### config.mk
export PLATFORM = sky130hd
export DESIGN_NAME = uint16_varint_bitmap_encoder_core
export DESIGN_NICKNAME = d
export VERILOG_FILES = /design/src/rtl/core/uve_pkg.sv /design/src/rtl/core/uve_pack.sv /design/src/rtl/core/uve_ser.sv /design/src/rtl/core/uint16_varint_bitmap_encoder_core.sv
export SDC_FILE = /design/constraint.sdc
export NUM_CORES = 1
export LEC_CHECK = 0
export ABC_AREA = 1
export BUFFER_PORTS_ARGS = -buffer_cell sky130_fd_sc_hd__buf_2
export CAP_MARGIN = 20
export CORE_AREA = 8 8 79 81
export DETAILED_ROUTE_END_ITERATION = 7
export DIE_AREA = 0 0 87 89
export GPL_ROUTABILITY_DRIVEN = 0
export HOLD_SLACK_MARGIN = 0.1
export PLACE_DENSITY_LB_ADDON = 0.1
export SYNTH_ARGS = -nofsm -noshare
export SYNTH_HDL_FRONTEND = slang
export SYNTH_SLANG_ARGS = --single-unit
### constraint.sdc
create_clock -name i_clk -period 3.5 [get_ports i_clk]
set_clock_uncertainty 0.2 [all_clocks]
set_input_delay 0.525 -clock i_clk [delete_from_list [all_inputs] [get_ports i_clk]]
set_output_delay 0.525 -clock i_clk [all_outputs]
set_load 0.005 [all_outputs]
### src/rtl/core/uve_pkg.sv
`default_nettype none

package uve_pkg;

    // One encoded value, waiting to be sent out one byte at a time
    typedef struct packed {
        logic [7:0] lo_byte;
        logic [7:0] hi_byte;
        logic [7:0] key_byte;
        logic       has_hi;
        logic       has_key;
    } t_item;

    // Stream codes on the result channel
    localparam logic SEL_DATA = 1'b0;
    localparam logic SEL_KEY  = 1'b1;

endpackage

`default_nettype wire

### src/rtl/core/uve_pack.sv
`default_nettype none

module uve_pack (
    input  wire logic          i_clk,
    input  wire logic          i_rst_n,
    input  wire logic          i_valid,
    input  wire logic [15:0]   i_value,
    input  wire logic          i_final_value,
    output logic               o_stall,
    input  wire logic          i_pop,
    output logic               o_item_vld,
    output uve_pkg::t_item     o_item
);

    logic [7:0]     r_key_accum;
    logic [2:0]     r_slot_count;
    logic           r_item_vld;
    uve_pkg::t_item r_item;

    logic           w_accept;
    logic           w_is_long;
    logic [7:0]     n_key_accum;
    logic [2:0]     n_slot_count;
    logic           w_has_key;

    // Hold the input while the item register is busy and not being released
    assign o_stall  = r_item_vld && !i_pop;
    assign w_accept = i_valid && !o_stall;

    // Classify the value and fold its key bit into the group
    always_comb begin
        w_is_long    = (i_value[15:8] != 8'h00);
        n_key_accum  = r_key_accum | (8'(w_is_long) << r_slot_count);
        n_slot_count = r_slot_count + 3'd1;
        w_has_key    = (n_slot_count == 3'd0) || i_final_value;
    end

    // Advance group state and load the item register on each transaction
    always_ff @(posedge i_clk) begin
        if (!i_rst_n) begin
            r_key_accum  <= 8'h00;
            r_slot_count <= 3'd0;
            r_item_vld   <= 1'b0;
        end else begin
            if (w_accept) begin
                r_item_vld <= 1'b1;
                if (w_has_key) begin
                    r_key_accum  <= 8'h00;
                    r_slot_count <= 3'd0;
                end else begin
                    r_key_accum  <= n_key_accum;
                    r_slot_count <= n_slot_count;
                end
            end else if (i_pop) begin
                r_item_vld <= 1'b0;
            end
        end
    end

    // Payload of the item register
    always_ff @(posedge i_clk) begin
        if (w_accept) begin
            r_item.lo_byte  <= i_value[7:0];
            r_item.hi_byte  <= i_value[15:8];
            r_item.key_byte <= n_key_accum;
            r_item.has_hi   <= w_is_long;
            r_item.has_key  <= w_has_key;
        end
    end

    assign o_item_vld = r_item_vld;
    assign o_item     = r_item;

endmodule

`default_nettype wire

### src/rtl/core/uve_ser.sv
`default_nettype none

module uve_ser (
    input  wire logic            i_clk,
    input  wire logic            i_rst_n,
    input  wire logic            i_item_vld,
    input  wire uve_pkg::t_item  i_item,
    output logic                 o_pop,
    input  wire logic            i_stall,
    output logic                 o_valid,
    output logic [7:0]           o_out_byte,
    output logic                 o_stream_sel,
    output logic                 o_run_end
);

    typedef enum logic [1:0] {
        PH_LO,
        PH_HI,
        PH_KEY
    } t_phase;

    t_phase     r_phase;
    t_phase     n_phase;
    logic       r_valid;
    logic [7:0] r_out_byte;
    logic       r_stream_sel;
    logic       r_run_end;

    logic       w_load;
    logic [7:0] w_byte;
    logic       w_sel;
    logic       w_last;

    // The output register takes a new byte when empty or being drained
    assign w_load = !r_valid || !i_stall;
    assign o_pop  = w_load && i_item_vld && w_last;

    // Pick the byte for the current phase and the phase after it
    always_comb begin
        case (r_phase)
            PH_LO: begin
                w_byte  = i_item.lo_byte;
                w_sel   = uve_pkg::SEL_DATA;
                w_last  = !i_item.has_hi && !i_item.has_key;
                n_phase = i_item.has_hi ? PH_HI : PH_KEY;
            end
            PH_HI: begin
                w_byte  = i_item.hi_byte;
                w_sel   = uve_pkg::SEL_DATA;
                w_last  = !i_item.has_key;
                n_phase = PH_KEY;
            end
            PH_KEY: begin
                w_byte  = i_item.key_byte;
                w_sel   = uve_pkg::SEL_KEY;
                w_last  = 1'b1;
                n_phase = PH_LO;
            end
            default: begin
                w_byte  = i_item.lo_byte;
                w_sel   = uve_pkg::SEL_DATA;
                w_last  = 1'b1;
                n_phase = PH_LO;
            end
        endcase
    end

    // Step through the item's bytes and hold the output register
    always_ff @(posedge i_clk) begin
        if (!i_rst_n) begin
            r_phase <= PH_LO;
            r_valid <= 1'b0;
        end else if (w_load) begin
            r_valid <= i_item_vld;
            if (i_item_vld) begin
                r_phase      <= w_last ? PH_LO : n_phase;
                r_out_byte   <= w_byte;
                r_stream_sel <= w_sel;
                r_run_end    <= w_last;
            end
        end
    end

    assign o_valid      = r_valid;
    assign o_out_byte   = r_out_byte;
    assign o_stream_sel = r_stream_sel;
    assign o_run_end    = r_run_end;

endmodule

`default_nettype wire

### src/rtl/core/uint16_varint_bitmap_encoder_core.sv
// Channel   Direction  Handshake          Payload
// input     in         i_valid / o_stall  i_value[15:0], i_final_value
// result    out        o_valid / i_stall  o_out_byte[7:0], o_stream_sel, o_run_end
//
// Each value gives one to three result bytes: 1 + (value >= 256) + (key byte due);
// the result port moves one byte per cycle while i_stall is low.
// Input reaches the result port through the item register, then the output register.
// Reset (synchronous, active low) clears the key group and empties both registers.
// A stall on the result side holds the output register; the item register keeps taking
// input until it is full.
`default_nettype none

module uint16_varint_bitmap_encoder_core (
    input  wire logic        i_clk,
    input  wire logic        i_rst_n,
    input  wire logic        i_valid,
    output logic             o_stall,
    input  wire logic [15:0] i_value,
    input  wire logic        i_final_value,
    output logic             o_valid,
    input  wire logic        i_stall,
    output logic [7:0]       o_out_byte,
    output logic             o_stream_sel,
    output logic             o_run_end
);

    logic           w_item_vld;
    logic           w_pop;
    uve_pkg::t_item w_item;

    // Encode value and collect key bits
    uve_pack u_pack (
        .i_clk         (i_clk),
        .i_rst_n       (i_rst_n),
        .i_valid       (i_valid),
        .i_value       (i_value),
        .i_final_value (i_final_value),
        .o_stall       (o_stall),
        .i_pop         (w_pop),
        .o_item_vld    (w_item_vld),
        .o_item        (w_item)
    );

    // Send the item's bytes one per cycle while the result side does not stall
    uve_ser u_ser (
        .i_clk        (i_clk),
        .i_rst_n      (i_rst_n),
        .i_item_vld   (w_item_vld),
        .i_item       (w_item),
        .o_pop        (w_pop),
        .i_stall      (i_stall),
        .o_valid      (o_valid),
        .o_out_byte   (o_out_byte),
        .o_stream_sel (o_stream_sel),
        .o_run_end    (o_run_end)
    );

    // A key byte always closes its item's results
    a_key_ends_run: assert property (@(posedge i_clk) disable iff (!i_rst_n)
        (o_valid && o_stream_sel == uve_pkg::SEL_KEY) |-> o_run_end)
        else $error("key byte without run end");

    // The rest of an item follows without a gap
    a_run_continues: assert property (@(posedge i_clk) disable iff (!i_rst_n)
        (o_valid && !i_stall && !o_run_end) |=> o_valid)
        else $error("gap inside an item's results");

    // An item is released only when it is being sent
    a_pop_has_item: assert property (@(posedge i_clk) disable iff (!i_rst_n)
        w_pop |-> w_item_vld)
        else $error("item released while empty");

endmodule

`default_nettype wire
==> results by group <==
Global routing
  • GRT overflow: 0
  • Tot GR Track Use: 11.1%
  • Vias in the first global route: about 1300
  • First-pass GRT wire length: between 6 and 7 mm
  • Initial antenna violation count: 0
  • Largest net degree at the start of global routing: 27

Synth
  • Sequential share of the synthesized area: approximately two thirds
  • Area share of and/or/nand/nor cells after synthesis: around 18%
  • Post-Syn Nets: roughly 230
  • Post-Syn Instances: 202
  • Xor and xnor area share after synthesis: 0%
  • Synth Area in Adders: about 2.9%
  • Mapped cell area: between 2000 and 2500 sq um
  • #FFs+latches synth: 51
  • Synth unique cells: 20
  • Synth Area in Compound Gates: under 10%
  • Ys Warns: 0
  • Post-synthesis mux area share: 0%
  • Largest family of logic cells by synthesized area: simple AND/OR/NAND/NOR gates
  • Avg Synthesized Cell Area: about 11 sq um

Finish
  • Fin cells: between 300 and 400
  • Area delta synth->final: 14.0%
  • Layout cells sized above 1: between 10% and 20%
  • Nets: 262
  • Register area: about 1400 sq um
  • Fill count: around 480
  • Number of diodes: 0
  • Commonest non-fill, non-tap cell in the layout: nand2_1
  • Most frequent cells in the layout: nand2_1 (49), edfxtp_1 (36), buf_2 (32)
  • Multi-input logic area: 603 sq um

Timing
  • Minimum clock period: roughly 2.5 ns
  • Slew @ Worst Pin: between 0.8 and 0.9 ns
  • F_max: 403 MHz
  • Final setup fails: 0
  • Hold slack final: 0.197 ns
  • Final hold violation count: 0
  • Final Cycle Share: between 70 and 80%
  • Worst slew margin: around two fifths
  • Max Slew Vio Count: 0
  • Setup tns final: 0 ns
  • Unrepaired setup endpoints after global routing: false

Routing
  • Pre-Repair DR Iteration Count: 4
  • Iter 0 DRT Violations: 56
  • Remaining antenna violation count: 0
  • Drt wl/cell: roughly 13 um
  • DRC viols: 0
  • Final wirelength: roughly 4 mm
  • Vias/cell: 4.62
  • Via Count: 1418

Critical path
  • Worst Path Arrival: approximately 1.8 ns
  • Startpoint class of the critical path: flop
  • WP data required: 2.77 ns
  • CP Capture Type: output port
  • Crit path max fanout: 10
  • WS Path Type: reg2out

Floorplan
  • DIE AREA: about 7700 sq um
  • Die width: approximately 87 um
  • Ports: 33
  • Starting density of the core: between 40% and 50%
  • Core area: about 5000 sq um
  • Die Ht: roughly 89 um
  • FP Rows: 26

Clocking
  • CTS Buf Count: 5
  • Worst-case clock buffer depth: 2
  • Skew-Pair Late Insertion Delay: roughly 0.30 ns
  • Setup Buffers After CTS: 0
  • H-tree depth: 2
  • Hold Buf Count CTS: 0
  • CTS tree: done
  • Clock Sinks: 51
  • Reg clk slew, reported paths: approximately 0.08 ns
  • Post-CTS resize count: 0
  • CTS root buffer: clkbuf_8

Run
  • Max_cap viols: 0

Placed design
  • DPL Wire Length: 2.86 mm
  • # port buffers: 32
  • Inst Count DP: roughly 300

Pwr
  • PwrDens: 477 nW/um^2
  • Leak pwr: about 0.96 nW
  • Final total power: roughly 1.2 mW
  • Worst-case vdd ir drop: approximately 0.17 mV

Min path
  • Worst Hold Class: in2reg

Outcome
  • Status: complete, no violations
==> cell families after synthesis <==
group / after synthesis
AND/OR/NAND/NOR: 83
buffers and inverters: 36
flip-flops: 51
AO/OA/AOI/OAI: 27
adder cells (fa/ha/maj): 5
==> stage by stage <==
| step | worst slack, ns | utilization (%) | instance area [sq um] |
|---|---|---|---|
| detailed placement | 1.13 | 47.3 | 2350 |
| floorplan | 1.03 | - | 2130 |
| global placement | 1.18 | 47.3 | 2350 |
| global route | 0.820 | 48.9 | 2430 |
| finish | 1.02 | 48.9 | 2430 |
| CTS | 0.984 | 48.9 | 2430 |
==> critical path, stage by stage (launching register included) <==
cell	delay [ns]
dfxtp_1	0.36
inv_1	0.06
ha_1	0.31
or2_4	0.28
o21ai_2	0.10
nand2_4	0.07
nand2_4	0.12
inv_1	0.05
buf_2	0.12
==> cell type report <==
type / count / area share, %
sequential: 51 / 56.8
timing repair buffer: 33 / 6.89
clock buffer: 6 / 2.98
clock inverter: 2 / 0.309
inverter: 30 / 4.63
tap: 70 / 3.60
multi-input combinational: 115 / 24.8
==> sequential cells by signal (all words and copies together), names as in the netlist <==
name	count
u_pack.r_key_accum	8
u_pack.o_item	26
u_pack.o_item_vld	1
u_ser.o_valid	1
u_ser.r_phase	2
u_ser.o_stream_sel	1
u_ser.o_run_end	1
u_pack.r_slot_count	3
u_ser.o_out_byte	8
==> power by group <==
group          internal [mW]  switching [mW]
clock                  0.137           0.176
sequential             0.692          0.0139
combinational         0.0531          0.0882
==> routing by layer <==
| layer | track usage (%) | share of wire [%] | up-vias |
|---|---|---|---|
| li1 | - | - | 742 |
| met1 | 13.7 | 47 | 632 |
| met2 | 16.9 | 45 | 36 |
| met3 | 3.58 | 5.8 | 8 |
| met4 | 5.63 | 1.9 | 0 |
| met5 | 0 | 0 | - |
==> final timing paths <==
path / from / endpoint / slack [ns] / depth (start not counted)
worst max-delay path: u_ser.r_phase[1]$_SDFFE_PN0N_ / o_stall / 1.02 / 8
worst min-delay path: i_value[1] / u_pack.o_item[19]$_DFFE_PP_ / 0.20 / 1
worst max register to register: u_ser.r_phase[1]$_SDFFE_PN0N_ / u_pack.o_item[21]$_DFFE_PP_ / 1.16 / 9
worst min register to register: u_pack.r_key_accum[6]$_SDFFE_PN0P_ / u_pack.r_key_accum[6]$_SDFFE_PN0P_ / 0.26 / 2
==> cell usage after synthesis <==
cell type,count,area share [%]
nand2_1,49,8.6
edfxtp_1,36,51
inv_1,30,5.3
nor2_1,16,2.8
dfxtp_1,15,14
a21oi_1,14,3.3
a31oi_1,8,2.3
nand4_1,8,2.3
ha_1,5,2.9
clkbuf_1,3,0.53
nand2_4,3,1.6
nand3_1,3,0.70
a21oi_2,2,0.82
buf_6,2,1.1
nand3b_1,2,0.70
o21ai_0,2,0.47
buf_1,1,0.18
nand3_4,1,0.82
o21ai_2,1,0.41
or2_4,1,0.41
Power figures use the tool's default switching activity.
